File: config.mk
export PLATFORM = sky130hd
export DESIGN_NAME = ses_back
export DESIGN_NICKNAME = d
export VERILOG_FILES = /design/src/ses_pkg.sv /design/src/ses_back.sv
export SDC_FILE = /design/constraint.sdc
export NUM_CORES = 1
export LEC_CHECK = 0
export ABC_AREA = 1
export BUFFER_PORTS_ARGS = -buffer_cell sky130_fd_sc_hd__buf_2
export CORE_ASPECT_RATIO = 2
export CORE_MARGIN = 10
export CORE_UTILIZATION = 45
export DETAILED_ROUTE_END_ITERATION = 6
export GPL_ROUTABILITY_DRIVEN = 0
export HOLD_SLACK_MARGIN = 0.1
export PLACE_DENSITY_LB_ADDON = 0.08
export SETUP_SLACK_MARGIN = 0.05
export SYNTH_ARGS = -nofsm -noshare
export SYNTH_HDL_FRONTEND = slang
export SYNTH_SLANG_ARGS = --single-unit
File: constraint.sdc
create_clock -name i_clk -period 15.7 [get_ports i_clk]
set_input_delay 3.14 -clock i_clk [delete_from_list [all_inputs] [get_ports i_clk]]
set_output_delay 3.14 -clock i_clk [all_outputs]
set_load 0.1 [all_outputs]
File: src/ses_pkg.sv
// Package: widths, item codes and shared types for the segment end shortener.
package ses_pkg;

    localparam int COORD_WIDTH = 32;
    localparam int LEN_WIDTH   = 31;
    localparam int MODE_WIDTH  = 2;
    localparam int SPAN_WIDTH  = COORD_WIDTH + 1;
    localparam int PROD_WIDTH  = LEN_WIDTH + SPAN_WIDTH;
    localparam int EXT_WIDTH   = COORD_WIDTH + 3;
    localparam int DIV_STAGES  = LEN_WIDTH;
    localparam int IN_DATA_W   = ((4 * COORD_WIDTH + LEN_WIDTH + 7) / 8) * 8;
    localparam int OUT_DATA_W  = 4 * COORD_WIDTH;

    localparam logic [MODE_WIDTH-1:0] MODE_NONE  = 2'd0;
    localparam logic [MODE_WIDTH-1:0] MODE_START = 2'd1;
    localparam logic [MODE_WIDTH-1:0] MODE_END   = 2'd2;
    localparam logic [MODE_WIDTH-1:0] MODE_BOTH  = 2'd3;

    localparam logic [2:0] CAT_PASS     = 3'd0;
    localparam logic [2:0] CAT_MID      = 3'd1;
    localparam logic [2:0] CAT_TO_END   = 3'd2;
    localparam logic [2:0] CAT_TO_START = 3'd3;
    localparam logic [2:0] CAT_MOVE     = 3'd4;

    typedef struct packed {
        logic signed [COORD_WIDTH-1:0] x1;
        logic signed [COORD_WIDTH-1:0] y1;
        logic signed [COORD_WIDTH-1:0] x2;
        logic signed [COORD_WIDTH-1:0] y2;
        logic signed [SPAN_WIDTH-1:0]  run;
        logic signed [SPAN_WIDTH-1:0]  rise;
        logic [LEN_WIDTH-1:0]          len;
        logic [MODE_WIDTH-1:0]         mode;
        logic [2:0]                    cat;
        logic                          x_major;
    } t_side;

    typedef struct packed {
        logic [SPAN_WIDTH-1:0] rem;
        logic [LEN_WIDTH-1:0]  num;
        logic [LEN_WIDTH-1:0]  quo;
        logic [SPAN_WIDTH-1:0] den;
    } t_div;

    function automatic logic signed [COORD_WIDTH-1:0] sat(
        input logic signed [EXT_WIDTH-1:0] v
    );
        logic [EXT_WIDTH-COORD_WIDTH:0] top;
        top = v[EXT_WIDTH-1:COORD_WIDTH-1];
        if (top == '0 || top == '1) begin
            return v[COORD_WIDTH-1:0];
        end else if (v[EXT_WIDTH-1]) begin
            return {1'b1, {(COORD_WIDTH-1){1'b0}}};
        end else begin
            return {1'b0, {(COORD_WIDTH-1){1'b1}}};
        end
    endfunction

endpackage

File: src/ses_back.sv
// Back stage: apply moves, collapse cases and saturate into the output register.
module ses_back (
    input  logic                           i_clk,
    input  logic                           i_rst_n,
    input  logic                           i_en,
    input  logic                           i_valid,
    input  ses_pkg::t_side                 i_side,
    input  ses_pkg::t_div                  i_div,
    output logic                           o_valid,
    output logic [ses_pkg::OUT_DATA_W-1:0] o_data
);
    localparam int CW = ses_pkg::COORD_WIDTH;
    localparam int EW = ses_pkg::EXT_WIDTH;

    logic                          r_valid;
    logic [ses_pkg::OUT_DATA_W-1:0] r_data, n_data;
    logic signed [EW-1:0] x1, y1, x2, y2, ax, ay, mx, my, hx, hy;
    logic signed [EW-1:0] x1n, y1n, x2n, y2n;

    always_comb begin
        x1 = EW'(i_side.x1);
        y1 = EW'(i_side.y1);
        x2 = EW'(i_side.x2);
        y2 = EW'(i_side.y2);
        ax = i_side.x_major ? EW'(i_side.len) : EW'(i_div.quo);
        ay = i_side.x_major ? EW'(i_div.quo) : EW'(i_side.len);
        mx = i_side.run[CW]  ? -ax : ax;
        my = i_side.rise[CW] ? -ay : ay;
        hx = (EW'(i_side.run)  + $signed({{(EW-1){1'b0}}, i_side.run[CW]}))  >>> 1;
        hy = (EW'(i_side.rise) + $signed({{(EW-1){1'b0}}, i_side.rise[CW]})) >>> 1;
        x1n = x1;
        y1n = y1;
        x2n = x2;
        y2n = y2;
        unique case (i_side.cat)
            ses_pkg::CAT_MID: begin
                x1n = x1 - hx;
                y1n = y1 - hy;
                x2n = x1 - hx;
                y2n = y1 - hy;
            end
            ses_pkg::CAT_TO_END: begin
                x1n = x2;
                y1n = y2;
            end
            ses_pkg::CAT_TO_START: begin
                x2n = x1;
                y2n = y1;
            end
            ses_pkg::CAT_MOVE: begin
                if (i_side.mode[0]) begin
                    x1n = x1 - mx;
                    y1n = y1 - my;
                end
                if (i_side.mode[1]) begin
                    x2n = x2 + mx;
                    y2n = y2 + my;
                end
            end
            default: begin
                x1n = x1;
            end
        endcase
        n_data = {ses_pkg::sat(y2n), ses_pkg::sat(x2n),
                  ses_pkg::sat(y1n), ses_pkg::sat(x1n)};
    end

    always_ff @(posedge i_clk) begin
        if (!i_rst_n) begin
            r_valid <= 1'b0;
        end else if (i_en) begin
            r_valid <= i_valid;
        end
    end

    always_ff @(posedge i_clk) begin
        if (i_en) begin
            r_data <= n_data;
        end
    end

    assign o_valid = r_valid;
    assign o_data  = r_data;
endmodule

==> impl_metrics.json <==
{
  "outcome": "complete, but fails checks",
  "violations": "design-rule violations",
  "ios": 492,
  "drt_wl_total_mm": 130,
  "layout_common_cells": "nand2_1 (1747), inv_1 (631), nor2_1 (456), buf_2 (392), a21oi_1 (271)",
  "ys_seq_area_share_pct": 14.8,
  "htreeDepth": 4,
  "postSynthAreaPerCell_sq_um": 5.62,
  "maxSlewViolCount": 0,
  "ant_nets": 0,
  "rsz0062_at_grt": "no",
  "nNetsFinal": 5557,
  "drcViolationCount": 4,
  "period_needed_ns": 9.85,
  "insertion_delay_ns": 0.49,
  "power.density_mw_per_mm2": 88.9,
  "die_x_um": 190,
  "relSlewSlack_pct": 21.3,
  "syn_inst": 4653,
  "worst-endpoint-arrival_ns": 10.05,
  "yosysUniqueCellTypes": 56,
  "hold_violations": 0,
  "worstPathRequired_ns": 15.90,
  "whs_ns": 0.547,
  "ir_drop_mv": 0.0916,
  "wl_per_cell_um": 22.6,
  "skew_ns": 0,
  "vias": 32800,
  "async_reset_ff_share_pct": 0,
  "firstDrtPassIters": 7,
  "critPathLaunch": "i_side[0]",
  "cts_root_buf": "clkbuf_16",
  "grt_max_degree": 85,
  "grt_pass1_vias": 32200,
  "fp.dieH_um": 361,
  "tightest_slew_ns": 1.18,
  "final_cell_area_sq_mm": 0.0293,
  "hold_path_depth": 2,
  "synth_nets": 5230,
  "postCtsHoldBufs": 0,
  "postCtsSetupRepairBufs": 0,
  "synthFlopType": "edfxtp_1",
  "cts.sinks": 129,
  "finalCritPeriodShare_pct": 62.7,
  "r2r_cells": 2,
  "start_util_pct": 45.2,
  "rows": 125,
  "ys_ff_latch": 129,
  "dp_slack_ns": 5.78,
  "placed_cell_area_sq_mm": 0.0287,
  "grt_overflow_total": 0,
  "vias_per_cell": 5.69,
  "clock.fmax_ghz": 0.102,
  "clk_path_buf_depth": 2,
  "area_growth_pct": 12.1,
  "grt_pass1_wl_mm": 188,
  "critPathLaunchType": "primary input",
  "cp-end-kind": "flip-flop",
  "worstReg2RegEnd": "o_valid",
  "crit_type": "primary input to flip-flop",
  "final_common_cell": "nand2_1",
  "antenna_found_initial": 23,
  "hold_path.class": "flip-flop to flip-flop",
  "postCtsResizedCells": 0,
  "slowest_stage": "a21oi_1",
  "numPortBuffers": 394,
  "r2r_start": "o_valid",
  "r2r_setup_slack_ns": 15.03,
  "clk_pin_slew_ns": 0.06,
  "numCtsBuffers": 17,
  "utilization_pct": 50.7,
  "drive_gt1_share_pct": 11.0,
  "setup_tns_ns": 0,
  "max_stage_delay_ns": 0.69,
  "crit_top_cell": "nand2_1",
  "timing.max_cap.violations": 0,
  "cellLeakagePower_nw": 15.5,
  "finalSetupViolations": 0,
  "grt.total_usage_pct": 36.7,
  "crit_path_max_fanout": 84,
  "syn_area_sq_mm": 0.0261,
  "cts_tree": "yes",
  "fillers": 6482,
  "drt_iter0_markers": 2639,
  "fp.coreArea_sq_mm": 0.0579,
  "die_area_sq_mm": 0.0687,
  "yosysWarningCount": 0,
  "synth_edf_count": 128,
  "critical_path.endpoint": "o_data[97]",
  "dp_hpwl_mm": 106,
  "setup_ws_ns": 5.85
}
-- worst min-delay path by stage --
stage	startpoint	end	slack, ns
after floorplan	o_valid	o_valid	0.99
after global placement	o_valid	o_valid	0.52
after detailed placement	o_valid	o_valid	0.54
after CTS	o_valid	o_valid	0.56
after global routing	o_valid	o_valid	0.60
final	o_valid	o_valid	0.55
-- flip-flops by register name, indices dropped and copies added, names as in the netlist --
register,cells
o_valid,1
o_data,128
-- layout make-up --
cell class / count / area [sq um] / share of cell area, %
Multi-Input combinational cell: 3770 / 19300 / 65.9
Sequential cell: 129 / 3860 / 13.2
Inverter: 644 / 2420 / 8.24
Timing Repair Buffer: 418 / 2160 / 7.37
Tap cell: 762 / 953 / 3.25
Clock buffer: 18 / 429 / 1.46
Clock inverter: 14 / 143 / 0.486
Antenna cell: 13 / 32.5 / 0.111
-- worst max-delay path: cells and delay by family --
| family | cells | cell delay, ns |
|---|---|---|
| AO/OA/AOI/OAI | 5 | 1.46 |
| XOR/XNOR | 1 | 0.37 |
| adder cells (fa/ha/maj) | 2 | 0.39 |
| buffers and inverters | 6 | 1.42 |
| AND/OR/NAND/NOR | 17 | 3.18 |
-- cell families (layout without fill, tap and decap cells) --
group	Yosys count	count (layout)	share of synthesized area (%)
buffers and inverters	754	1094	11.4
XOR/XNOR	150	150	5.08
other	0	13	0
adder cells (fa/ha/maj)	214	214	10.4
flip-flops	129	129	14.8
AO/OA/AOI/OAI	692	692	15.7
AND/OR/NAND/NOR	2714	2714	42.6
-- metrics by stage --
step	instances	total power, mW
after floorplan	4653	1.69
after global placement	5722	2.14
after detailed placement	5722	2.14
after CTS	5754	2.57
after global routing	5767	2.75
final	5768	2.61
-- power breakdown --
group,switching [mW],total (mW),internal (mW)
clock network,0.201,0.424,0.223
registers,0.0138,0.466,0.452
logic,1.30,1.72,0.415
-- synthesized netlist by cell type, types with 10 or more instances --
cell,instances,area [sq um]
o2111ai_1,60,526
a21oi_1,271,1360
a31oi_1,18,113
nor2_1,457,1720
edfxtp_1,128,3840
nand4_1,79,494
ha_1,208,2600
clkbuf_1,50,188
or2_2,49,307
nor3_1,58,290
nor4_1,24,150
nand3_1,252,1260
buf_2,11,55.1
buf_1,21,78.8
nand2_2,10,62.6
o21bai_1,39,293
xnor2_1,27,236
inv_1,634,2380
xor2_1,121,1060
buf_6,11,124
o21ai_0,195,976
buf_4,17,128
o211ai_1,38,285
nand2_1,1747,6560
o21ai_1,12,60.1
-- per-layer routing --
metal	share of wire [%]	up-vias	track usage, %	routed length [um]
li1	-	15800	-	-
met1	31	14900	31.7	40600
met2	51	1514	67.0	66500
met3	6.0	598	6.88	7810
met4	12	8	38.1	15500
met5	0.040	-	0	52
No activity file was read; power rests on OpenSTA's default activity.
