$ cat src/ses_pkg.sv
// Package: widths, item codes and shared types for the segment end shortener.
package ses_pkg;

    localparam int COORD_WIDTH = 32;
    localparam int LEN_WIDTH   = 31;
    localparam int MODE_WIDTH  = 2;
    localparam int SPAN_WIDTH  = COORD_WIDTH + 1;
    localparam int PROD_WIDTH  = LEN_WIDTH + SPAN_WIDTH;
    localparam int EXT_WIDTH   = COORD_WIDTH + 3;
    localparam int DIV_STAGES  = LEN_WIDTH;
    localparam int IN_DATA_W   = ((4 * COORD_WIDTH + LEN_WIDTH + 7) / 8) * 8;
    localparam int OUT_DATA_W  = 4 * COORD_WIDTH;

    localparam logic [MODE_WIDTH-1:0] MODE_NONE  = 2'd0;
    localparam logic [MODE_WIDTH-1:0] MODE_START = 2'd1;
    localparam logic [MODE_WIDTH-1:0] MODE_END   = 2'd2;
    localparam logic [MODE_WIDTH-1:0] MODE_BOTH  = 2'd3;

    localparam logic [2:0] CAT_PASS     = 3'd0;
    localparam logic [2:0] CAT_MID      = 3'd1;
    localparam logic [2:0] CAT_TO_END   = 3'd2;
    localparam logic [2:0] CAT_TO_START = 3'd3;
    localparam logic [2:0] CAT_MOVE     = 3'd4;

    typedef struct packed {
        logic signed [COORD_WIDTH-1:0] x1;
        logic signed [COORD_WIDTH-1:0] y1;
        logic signed [COORD_WIDTH-1:0] x2;
        logic signed [COORD_WIDTH-1:0] y2;
        logic signed [SPAN_WIDTH-1:0]  run;
        logic signed [SPAN_WIDTH-1:0]  rise;
        logic [LEN_WIDTH-1:0]          len;
        logic [MODE_WIDTH-1:0]         mode;
        logic [2:0]                    cat;
        logic                          x_major;
    } t_side;

    typedef struct packed {
        logic [SPAN_WIDTH-1:0] rem;
        logic [LEN_WIDTH-1:0]  num;
        logic [LEN_WIDTH-1:0]  quo;
        logic [SPAN_WIDTH-1:0] den;
    } t_div;

    function automatic logic signed [COORD_WIDTH-1:0] sat(
        input logic signed [EXT_WIDTH-1:0] v
    );
        logic [EXT_WIDTH-COORD_WIDTH:0] top;
        top = v[EXT_WIDTH-1:COORD_WIDTH-1];
        if (top == '0 || top == '1) begin
            return v[COORD_WIDTH-1:0];
        end else if (v[EXT_WIDTH-1]) begin
            return {1'b1, {(COORD_WIDTH-1){1'b0}}};
        end else begin
            return {1'b0, {(COORD_WIDTH-1){1'b1}}};
        end
    endfunction

endpackage

$ cat src/ses_div_stage.sv
// One restoring division stage: one quotient bit per stage.
module ses_div_stage (
    input  logic           i_clk,
    input  logic           i_rst_n,
    input  logic           i_en,
    input  logic           i_valid,
    input  ses_pkg::t_side i_side,
    input  ses_pkg::t_div  i_div,
    output logic           o_valid,
    output ses_pkg::t_side o_side,
    output ses_pkg::t_div  o_div
);
    localparam int SW = ses_pkg::SPAN_WIDTH;
    localparam int LW = ses_pkg::LEN_WIDTH;

    logic           r_valid;
    ses_pkg::t_side r_side;
    ses_pkg::t_div  r_div, n_div;
    logic [SW:0]    shifted, diff;

    always_comb begin
        shifted = {i_div.rem, i_div.num[LW-1]};
        diff    = shifted - {1'b0, i_div.den};
        n_div   = i_div;
        n_div.num = {i_div.num[LW-2:0], 1'b0};
        if (shifted >= {1'b0, i_div.den}) begin
            n_div.rem = diff[SW-1:0];
            n_div.quo = {i_div.quo[LW-2:0], 1'b1};
        end else begin
            n_div.rem = shifted[SW-1:0];
            n_div.quo = {i_div.quo[LW-2:0], 1'b0};
        end
    end

    always_ff @(posedge i_clk) begin
        if (!i_rst_n) begin
            r_valid <= 1'b0;
        end else if (i_en) begin
            r_valid <= i_valid;
        end
    end

    always_ff @(posedge i_clk) begin
        if (i_en) begin
            r_side <= i_side;
            r_div  <= n_div;
        end
    end

    assign o_valid = r_valid;
    assign o_side  = r_side;
    assign o_div   = r_div;
endmodule

$ cat config.mk
export PLATFORM = sky130hd
export DESIGN_NAME = ses_div_stage
export DESIGN_NICKNAME = d
export VERILOG_FILES = /design/src/ses_pkg.sv /design/src/ses_div_stage.sv
export SDC_FILE = /design/constraint.sdc
export NUM_CORES = 1
export LEC_CHECK = 0
export CAP_MARGIN = 15
export CORE_AREA = 8 8 275 277
export DETAILED_ROUTE_END_ITERATION = 6
export DIE_AREA = 0 0 283 285
export DONT_BUFFER_PORTS = 1
export SETUP_SLACK_MARGIN = 0.05
export SYNTH_ARGS = -nofsm -noshare
export SYNTH_HDL_FRONTEND = slang
export SYNTH_SLANG_ARGS = --single-unit
$ cat constraint.sdc
create_clock -name i_clk -period 6 [get_ports i_clk]
set_input_delay 0.6 -clock i_clk [delete_from_list [all_inputs] [get_ports i_clk]]
set_output_delay 0.6 -clock i_clk [all_outputs]
set_load 0.03 [all_outputs]
==> results by stage <==
Status:
- The flow ran to the end, and the final reports show no timing, DRC or antenna violations.

Critical path:
- The category of the most critical setup path is input pin to flip-flop.
- The critical path arrival is roughly 3.5 ns.
- The slowest stage of the critical path is the sky130_fd_sc_hd__ha_1 cell.
- Traced cell by cell, the critical path runs through inv_1, ha_1, and3_1, nand2_1, nor2_1, a21oi_2, o31a_2, o21ai_4, buf_4, mux2_1.
- Among cell families on the critical path, the largest total delay comes from compound AO/OA/AOI/OAI gates.
- The worst setup path is launched from an input pin.
- The number of buffers and inverters on the critical path is 2.
- For this run, the slowest stage of the critical path takes around 0.46 ns.
- The maximum fanout along the worst path is 23.
- The data required time at the worst endpoint is around 6.3 ns.
- The worst setup path is captured at a flip-flop.

Global route:
- The maximum number of pins on one net before global-route repair is 360.
- The first global-routing pass estimated between 60000 and 70000 um of wire.
- The final global-route overflow total is 0.
- The number of global-route vias before repair is 6677.
- The overall fraction of global-route tracks in use is between 10 and 15%.
- The initial antenna violation count was 27.

Power and ir drop:
- The maximum ir drop on the vdd rail is around 0.23 mV.
- For this design the static power due to leakage is between 5 and 6 nW.
- In this run the power density over the cells is 413.5 mW/mm2.
- The overall power is roughly 6.5 mW.

Timing:
- The worst-margin pin slew is between 0.7 and 0.8 ns.
- The routed design could run at a clock period as short as roughly 3.2 ns.
- The worst pin sits at a relative slew slack of 50.73%.
- The part of the cycle the worst path needs is between 50% and 60%.
- The post-route clock skew is 0 ns.
- Summed over all failing endpoints, the final setup total negative slack is 0 ns.
- The final max-slew violation count is 0.
- The maximum clock frequency is ~0.3 GHz.
- The setup slack after layout is about 2.8 ns.
- The final hold slack is approximately 0.13 ns.
- Setup violations remaining at the end of the flow were counted as 0.
- Setup repair after global routing left no endpoint under its margin.
- The number of endpoints with negative hold slack in the final report is 0.

Placement:
- Port buffering added 0 buffers.
- The congestion estimate from routability-driven global placement came to between 0.7 and 0.8.
- The pre-CTS worst setup slack is 2.100 ns.
- The cell count after placement is between 1500 and 2000.
- The detailed placement HPWL is about 43000 um.
- In this run the cell area measured after placement is 0.01432 mm2.

Clock tree:
- The number of clock buffers added by TritonCTS is 40.
- TritonCTS built the clock tree.
- The later pin in the worst-skew pair is clocked with a latency of ~0.56 ns.
- The tree built by TritonCTS fans out to approximately 360 sinks.
- The post-CTS setup repair buffer count is 0.
- The clock input transition at the sequential cells of the worst setup and hold paths is around 0.06 ns.
- The library cell used as clock root buffer is sky130_fd_sc_hd__clkbuf_16.
- After clock tree synthesis, the repair step resized 0 gates.
- The clock passes through at most 3 buffers.
- The clock tree synthesis step divided the H-tree into 2 levels.
- The number of hold buffers added after CTS was 0.

Synth:
- The average instance in the mapped netlist occupies approximately 18 um2.
- The dominant register cell in the synthesized netlist is sky130_fd_sc_hd__edfxtp_1.
- The share of async-settable or async-resettable flops after synthesis is 0%.
- The synthesized net count is between 1000 and 1500.
- Of the post-synthesis cell area, the dominant cell type holds 81.52%.
- In the post-synthesis netlist, the biggest area contributors are sky130_fd_sc_hd__edfxtp_1 (82%), sky130_fd_sc_hd__ha_1 (3.1%), sky130_fd_sc_hd__a21oi_1 (1.8%), sky130_fd_sc_hd__inv_1 (1.3%), sky130_fd_sc_hd__xnor2_1 (1.2%).
- After synthesis, the netlist uses 64 different library cells.
- The biggest area consumer among synthesized cells is sky130_fd_sc_hd__edfxtp_1.
- The number of enable flip-flop cells after synthesis is ~360.
- The proportion of synthesized chip area in sequential cells is about four fifths.
- The post-synthesis register bit count is 359.
- During synthesis, Yosys emitted a total of 0 warnings.
- The mapped cell area is 0.01319 mm2.
- The post-synthesis instance total is 713.

Die:
- The core region is 0.07100 mm2.
- The die height is between 200 and 300 um.
- The row count is 98.
- The die outline area is between 0.08 and 0.09 mm2.
- The number of primary I/O pins is 723.
- The starting density of the core is 18.58%.
- The floorplan step set the die width to 283 um.

Drt:
- Routed signal wires occupy layers up through met5.
- The number of routed nets with antenna violations is 0.
- For this run, design rule violations remaining after detail routing come to 0.
- The first TritonRoute pass finished after 4 iterations.
- The met2 wire length is 27510 um.
- The wire length after detailed routing is approximately 54000 um.
- The total via count after detailed routing is ~6700.
- The number of DRC markers after the initial detailed-route iteration is between 500 and 600.
- The detailed router put a total of roughly 18000 um of wire on met1.
- The average via count per standard cell is approximately 3.9.
- In the final routed layout, each cell accounts on average for between 30 and 40 um.
- The routed length on met3 is about 7400 um.

Cells and area:
- The count of filler cells inserted in the layout is roughly 7400.
- The growth of design area from synthesis to finish is 19.06%.
- Cells fill 22.12% of the core in the end.
- Registers take approximately 0.011 mm2.
- The post-layout instance count excluding filler cells is about 1700.
- The final net count is between 1000 and 1500.
- The multi-input combinational cells in the finished layout cover a total of 0.002182 mm2.
- The library cell used most frequently in the layout, excluding fill and tap cells, is sky130_fd_sc_hd__edfxtp_1.
- The share of final-layout standard cells stronger than drive strength 1 is a little under an eighth.
- Once layout is done, the placed cells without fillers occupy about 0.016 mm2.
- In the layout the commonest cells are sky130_fd_sc_hd__edfxtp_1 (358), sky130_fd_sc_hd__a21oi_1 (48), sky130_fd_sc_hd__inv_1 (44), sky130_fd_sc_hd__clkbuf_16 (40), sky130_fd_sc_hd__nor2_1 (36).

Worst hold path:
- The path type of the worst min-delay path is input pin to flip-flop.

Flow run:
- The tool flagged a number of max-cap violations equal to 0.
-- layer usage --
layer  track usage [%]  vias to the layer above
li1                  -                     2825
met1             12.47                     3356
met2             21.91                      434
met3             7.699                       69
met4             2.195                       14
met5                 0                        -
-- flip-flops by register name, indices dropped and copies added (netlist names) --
register / flops
o_valid: 1
o_div: 127
o_side: 231
-- cell usage after synthesis, types with 6 or more instances --
cell and count:
sky130_fd_sc_hd__xor2_1 12, sky130_fd_sc_hd__nand2_1 22, sky130_fd_sc_hd__and3_1 7, sky130_fd_sc_hd__a21o_1 17
sky130_fd_sc_hd__nand3_1 6, sky130_fd_sc_hd__edfxtp_1 358, sky130_fd_sc_hd__inv_1 44, sky130_fd_sc_hd__mux2_1 8
sky130_fd_sc_hd__nor2_1 36, sky130_fd_sc_hd__ha_1 33, sky130_fd_sc_hd__xnor2_1 18, sky130_fd_sc_hd__a21oi_1 48
sky130_fd_sc_hd__o21ai_0 13
-- area by class of cell --
type	count	share of cell area (%)
Clock inverter	28	2.112
Inverter	44	1.052
Timing Repair Buffer	2	0.09563
Sequential cell	359	68.59
Tap cell	950	7.570
Multi-Input combinational cell	300	13.90
Clock buffer	46	6.518
Antenna cell	10	0.1594
-- worst reg2reg max path, cell delays in order, from the launching register on --
cell                      delay (ns)
sky130_fd_sc_hd__dfxtp_1        0.53
sky130_fd_sc_hd__mux2i_1        0.13
sky130_fd_sc_hd__nor2b_1        0.12
-- worst paths after layout --
kind | cells after the start | endpoint | slack (ns) | from
worst max register to register | 2 | o_valid | 5.16 | o_valid
worst min register to register | 2 | o_valid | 0.71 | o_valid
worst max-delay path | 10 | o_div[99] | 2.76 | i_div[10]
worst min-delay path | 0 | o_side[225] | 0.13 | i_side[225]
-- power by group --
group	leakage, nW	switching, mW	total (mW)	internal, mW
Sequential	3.51	0.604	3.64	3.03
Combinational	1.21	0.176	0.298	0.122
Clock	0.664	1.08	2.56	1.47
-- logic make-up after synthesis --
kind of cell / synth area share, %
adder cells (fa/ha/maj): 3.283
XOR/XNOR: 1.992
AO/OA/AOI/OAI: 6.461
buffers and inverters: 1.784
other: 0.02844
multiplexers: 1.376
AND/OR/NAND/NOR: 3.406
flip-flops: 81.67
Power figures use the tool's default switching activity.
