[src/ses_pkg.sv]
// Package: widths, item codes and shared types for the segment end shortener.
package ses_pkg;

    localparam int COORD_WIDTH = 32;
    localparam int LEN_WIDTH   = 31;
    localparam int MODE_WIDTH  = 2;
    localparam int SPAN_WIDTH  = COORD_WIDTH + 1;
    localparam int PROD_WIDTH  = LEN_WIDTH + SPAN_WIDTH;
    localparam int EXT_WIDTH   = COORD_WIDTH + 3;
    localparam int DIV_STAGES  = LEN_WIDTH;
    localparam int IN_DATA_W   = ((4 * COORD_WIDTH + LEN_WIDTH + 7) / 8) * 8;
    localparam int OUT_DATA_W  = 4 * COORD_WIDTH;

    localparam logic [MODE_WIDTH-1:0] MODE_NONE  = 2'd0;
    localparam logic [MODE_WIDTH-1:0] MODE_START = 2'd1;
    localparam logic [MODE_WIDTH-1:0] MODE_END   = 2'd2;
    localparam logic [MODE_WIDTH-1:0] MODE_BOTH  = 2'd3;

    localparam logic [2:0] CAT_PASS     = 3'd0;
    localparam logic [2:0] CAT_MID      = 3'd1;
    localparam logic [2:0] CAT_TO_END   = 3'd2;
    localparam logic [2:0] CAT_TO_START = 3'd3;
    localparam logic [2:0] CAT_MOVE     = 3'd4;

    typedef struct packed {
        logic signed [COORD_WIDTH-1:0] x1;
        logic signed [COORD_WIDTH-1:0] y1;
        logic signed [COORD_WIDTH-1:0] x2;
        logic signed [COORD_WIDTH-1:0] y2;
        logic signed [SPAN_WIDTH-1:0]  run;
        logic signed [SPAN_WIDTH-1:0]  rise;
        logic [LEN_WIDTH-1:0]          len;
        logic [MODE_WIDTH-1:0]         mode;
        logic [2:0]                    cat;
        logic                          x_major;
    } t_side;

    typedef struct packed {
        logic [SPAN_WIDTH-1:0] rem;
        logic [LEN_WIDTH-1:0]  num;
        logic [LEN_WIDTH-1:0]  quo;
        logic [SPAN_WIDTH-1:0] den;
    } t_div;

    function automatic logic signed [COORD_WIDTH-1:0] sat(
        input logic signed [EXT_WIDTH-1:0] v
    );
        logic [EXT_WIDTH-COORD_WIDTH:0] top;
        top = v[EXT_WIDTH-1:COORD_WIDTH-1];
        if (top == '0 || top == '1) begin
            return v[COORD_WIDTH-1:0];
        end else if (v[EXT_WIDTH-1]) begin
            return {1'b1, {(COORD_WIDTH-1){1'b0}}};
        end else begin
            return {1'b0, {(COORD_WIDTH-1){1'b1}}};
        end
    endfunction

endpackage

[src/ses_front.sv]
// Front stages: span subtraction, case classification and product.
module ses_front (
    input  logic                                   i_clk,
    input  logic                                   i_rst_n,
    input  logic                                   i_en,
    input  logic                                   i_valid,
    input  logic [ses_pkg::IN_DATA_W-1:0]          i_data,
    input  logic [ses_pkg::MODE_WIDTH-1:0]         i_mode,
    output logic                                   o_valid,
    output ses_pkg::t_side                         o_side,
    output ses_pkg::t_div                          o_div
);
    localparam int CW = ses_pkg::COORD_WIDTH;
    localparam int SW = ses_pkg::SPAN_WIDTH;
    localparam int LW = ses_pkg::LEN_WIDTH;
    localparam int PW = ses_pkg::PROD_WIDTH;

    logic           r1_valid, r2_valid, r3_valid;
    ses_pkg::t_side r1_side, r2_side, r3_side;
    ses_pkg::t_side n1_side, n2_side;
    logic [SW-1:0]  r2_minor, r2_major;
    logic [SW-1:0]  n2_minor, n2_major;
    logic [SW-1:0]  dx, dy;
    ses_pkg::t_div  r3_div, n3_div;
    logic [PW-1:0]  prod;

    always_comb begin
        n1_side      = '0;
        n1_side.x1   = i_data[CW-1:0];
        n1_side.y1   = i_data[2*CW-1:CW];
        n1_side.x2   = i_data[3*CW-1:2*CW];
        n1_side.y2   = i_data[4*CW-1:3*CW];
        n1_side.len  = i_data[4*CW+LW-1:4*CW];
        n1_side.mode = i_mode;
        n1_side.run  = SW'(n1_side.x1) - SW'(n1_side.x2);
        n1_side.rise = SW'(n1_side.y1) - SW'(n1_side.y2);
    end

    always_comb begin
        dx      = r1_side.run[SW-1]  ? SW'(-r1_side.run)  : SW'(r1_side.run);
        dy      = r1_side.rise[SW-1] ? SW'(-r1_side.rise) : SW'(r1_side.rise);
        n2_side = r1_side;
        n2_side.x_major = dx > dy;
        n2_major = (dx > dy) ? dx : dy;
        n2_minor = (dx > dy) ? dy : dx;
        priority if (r1_side.mode == ses_pkg::MODE_NONE) begin
            n2_side.cat = ses_pkg::CAT_PASS;
        end else if (r1_side.mode == ses_pkg::MODE_BOTH
                     && {1'b0, r1_side.len, 1'b0} > n2_major) begin
            n2_side.cat = ses_pkg::CAT_MID;
        end else if (r1_side.mode == ses_pkg::MODE_START
                     && {2'b00, r1_side.len} > n2_major) begin
            n2_side.cat = ses_pkg::CAT_TO_END;
        end else if (r1_side.mode == ses_pkg::MODE_END
                     && {2'b00, r1_side.len} > n2_major) begin
            n2_side.cat = ses_pkg::CAT_TO_START;
        end else if (dx == dy) begin
            n2_side.cat = ses_pkg::CAT_PASS;
        end else begin
            n2_side.cat = ses_pkg::CAT_MOVE;
        end
    end

    always_comb begin
        prod       = PW'(r2_side.len) * PW'(r2_minor);
        n3_div.rem = prod[PW-1:LW];
        n3_div.num = prod[LW-1:0];
        n3_div.quo = '0;
        n3_div.den = r2_major;
    end

    always_ff @(posedge i_clk) begin
        if (!i_rst_n) begin
            r1_valid <= 1'b0;
            r2_valid <= 1'b0;
            r3_valid <= 1'b0;
        end else if (i_en) begin
            r1_valid <= i_valid;
            r2_valid <= r1_valid;
            r3_valid <= r2_valid;
        end
    end

    always_ff @(posedge i_clk) begin
        if (i_en) begin
            r1_side  <= n1_side;
            r2_side  <= n2_side;
            r2_major <= n2_major;
            r2_minor <= n2_minor;
            r3_side  <= r2_side;
            r3_div   <= n3_div;
        end
    end

    assign o_valid = r3_valid;
    assign o_side  = r3_side;
    assign o_div   = r3_div;
endmodule

[config.mk]
export PLATFORM = sky130hd
export DESIGN_NAME = ses_front
export DESIGN_NICKNAME = d
export VERILOG_FILES = /design/src/ses_pkg.sv /design/src/ses_front.sv
export SDC_FILE = /design/constraint.sdc
export NUM_CORES = 2
export LEC_CHECK = 0
export BUFFER_PORTS_ARGS = -buffer_cell sky130_fd_sc_hd__buf_2
export CAP_MARGIN = 40
export CORE_ASPECT_RATIO = 0.8
export CORE_MARGIN = 2
export CORE_UTILIZATION = 65
export DETAILED_ROUTE_END_ITERATION = 12
export GPL_TIMING_DRIVEN = 1
export PLACE_DENSITY = 0.85
export SLEW_MARGIN = 20
export SYNTH_ARGS = -nofsm -noshare
export SYNTH_HDL_FRONTEND = slang
export SYNTH_SLANG_ARGS = --single-unit
export TNS_END_PERCENT = 100
[constraint.sdc]
create_clock -name i_clk -period 16.1 [get_ports i_clk]
set_input_delay 3.22 -clock i_clk [delete_from_list [all_inputs] [get_ports i_clk]]
set_output_delay 3.22 -clock i_clk [all_outputs]
set_load 0.02 [all_outputs]
==> metrics <==
outcome=finished, final reports clean; post-DR vias/cell=5.98; largest net degree at the start of global routing=roughly 200; clk root buf=clkbuf_16; post-CTS setup buffers=0; Slew Limit Fails=0; initial antenna violation count=21; worst hold slack=0.392 ns; Initial Utilization=between 60% and 70%; Final Hold Fails=0; layout cells sized above 1=about an eighth; Core ar.=~100,000 um^2; Total Nets Final=7,572; Final min period=9.55 ns; Ys Warns=0; 1st-pass router iterations=8; CP max stage cell=edfxtp_1; Worst Hold Class=flop to flop; Reg2Reg Setup Slack=about 6.5 ns; post-synthesis cell count=5,662; Main synth FF type=edfxtp_1; gpl congestion=roughly 0.94; RSZ-0062 raised after global routing=no; maxcap violations=0; CTS buffer count=82; post-synthesis cell type count=76; Hold Crit Depth=0; Clock transition at path regs=0.06 ns; total gr overflow=0; FF-to-FF path depth=26; CTS max path bufs=3; Final ANT Viol Nets=0; met1 wire length=a little over 60,000 um; Setup-failing EPs final=0; die outline area=~100,000 um^2; via count=around 45,000; Post-CTS Hold Buffers=0; vias in the first global route=between 40,000 and 50,000; Max stage delay on crit path=roughly 0.82 ns; reg2reg start=r2_side[14]; first-pass GRT wire length=about 270,000 um; critical path required time=around 17 ns; Yosys reg bits=855; H-tree Lvls=3; post_cts resized=0; hold_sp=n2_side[214]; setup TNS=0 ns; Avg Inst Size Synth=11.7 um^2; Post-DP HPWL=between 100,000 and 150,000 um; Ports=roughly 530; reg2reg end=o_div[125]; metal2 WL=between 80,000 and 90,000 um; Die H=290 um; layout overhead on the synthesized area=10.1%; most used cell, CP=fa_1; Slew @ Worst Pin=1.20 ns; Layout fillers=between 6,000 and 7,000; DRT Wirelength=approximately 180,000 um; DRC=0; port buffer count=493; DRT iter0 DRCs=5,076; CP Max Fanout=18; register area share after synthesis=38.7%; # rows=104; hold path endpoint=r2_side[214]; routed wl met3=25,500 um; Synth Cell Area=~66,000 um^2; Top Layer Used=met5; clock sink total=855; max frequency=105 MHz; CP Class=flop to flop; slew margin rel.=roughly 20%; ys async rst share=0%; Worst Setup End Kind=flop; Clk Latency, worst-skew pair=0.70 ns; Tcrit/Tclk final=between 50% and 60%; die extent in x=roughly 360 um; Overall Global Routing Usage=between 30% and 40%; worst clock skew=0.0627 ns; arrival time worst endpoint=9.98 ns; CP startpoint kind=flop; TritonCTS clock tree=yes; Post-synth EDFFs=852; wire length per cell=23.9 um
-- critical path, delay by kind of cell, from the launching register on --
kind	cells	cell delay (ns)
adders and majority gates	9	4.69
AOI/OAI and AO/OA	5	1.40
buffers and inverters	6	1.17
and+or+nand+nor	5	1.08
DFF	1	0.82
xor gates and xnor gates	1	0.12
-- layout make-up --
class | instances | area (um^2) | area share, %
timing repair buffer | 577 | 3230 | 4.42
inverter | 1044 | 3920 | 5.37
sequential | 855 | 25600 | 35.1
antenna | 10 | 25.0 | 0.0343
clock inverter | 51 | 629 | 0.862
multi-input combinational | 3533 | 35800 | 49.0
tap | 1325 | 1660 | 2.27
clock buffer | 99 | 2120 | 2.90
-- synth_stat cells (8+ instances only) --
cell type,n,share of area [%]
buf_4,32,0.36
nand2b_1,24,0.23
xor2_1,87,1.1
nor2_1,86,0.49
o41ai_1,9,0.12
o211ai_1,11,0.12
nor3_1,28,0.21
inv_1,1044,5.9
a31oi_1,10,0.094
nand3_1,35,0.26
o21bai_1,14,0.16
mux2i_1,32,0.48
and2_1,456,4.3
clkbuf_1,219,1.2
nand4_1,23,0.22
a21boi_0,19,0.22
a211oi_1,15,0.17
and3_1,12,0.11
ha_1,416,7.8
o21a_1,21,0.24
xnor2_1,89,1.2
nand2_1,693,3.9
fa_1,897,27
a21o_1,81,0.92
o31ai_1,23,0.26
or4_1,8,0.091
or2_2,12,0.11
o21ai_0,120,0.91
or3_1,22,0.21
nor2b_1,17,0.16
a21oi_1,144,1.1
edfxtp_1,852,39
-- layer usage --
metal	GRT usage (%)	vias up
li1	-	18900
met1	42.8	22200
met2	53.8	3034
met3	13.5	656
met4	16.0	16
met5	0	-
-- placed cells by master (no fill, tap or decap), drive strengths merged, types with 15 or more instances in the layout --
cell    instances
a211oi         16
a21boi         19
a21o           81
a21oi         144
and2          456
buf           576
clkbuf         99
clkinv         34
conb           31
edfxtp        852
fa            897
ha            416
inv          1051
mux2i          33
nand2         693
nand2b         24
nand3          35
nand4          23
nor2           87
nor2b          17
nor3           28
o21a           21
o21ai         121
o31ai          26
or2            15
or3            25
xnor2          89
xor2           89
-- stage by stage --
| step | util, % | cell area (um^2) | worst slack [ns] | cells |
|---|---|---|---|---|
| global route | 72.4 | 73000 | 6.41 | 7492 |
| floorplan | - | 66400 | 8.48 | 5692 |
| detailed placement | 69.6 | 70100 | 6.89 | 7331 |
| global placement | 69.5 | 70000 | 6.19 | 7325 |
| finish | 72.4 | 73000 | 6.55 | 7494 |
| CTS | 72.3 | 72900 | 6.79 | 7481 |
-- sequential cells by signal (all words and copies together) (netlist names) --
register	cells
r2_major	33
r2_valid	1
o_side	231
o_valid	1
n2_side	227
r1_valid	1
r2_minor	33
o_div	97
r2_side	231
-- worst max path at each step --
stage                      startpoint  depth (start not counted)         end
after floorplan           r2_side[13]                         26  o_div[125]
after global placement    r2_side[14]                         26  o_div[125]
after detailed placement  r2_side[14]                         28  o_div[125]
after CTS                 r2_side[14]                         28  o_div[125]
after global routing      r2_side[14]                         28  o_div[125]
final                     r2_side[14]                         26  o_div[125]
-- logic make-up (layout without fill, tap and decap cells) --
logic type | after synthesis | in the layout | share of synthesized area [%]
AOI/OAI and AO/OA | 532 | 532 | 5.20
other | 1 | 41 | 0.00566
DFF | 855 | 855 | 38.7
and+or+nand+nor | 1445 | 1445 | 10.7
muxes | 33 | 33 | 0.517
adders and majority gates | 1314 | 1314 | 34.9
xor gates and xnor gates | 178 | 178 | 2.37
buffers and inverters | 1304 | 1771 | 7.59
Power is not shown: default switching activity piles up to over one toggle a cycle in this logic, so the estimate is an artifact.
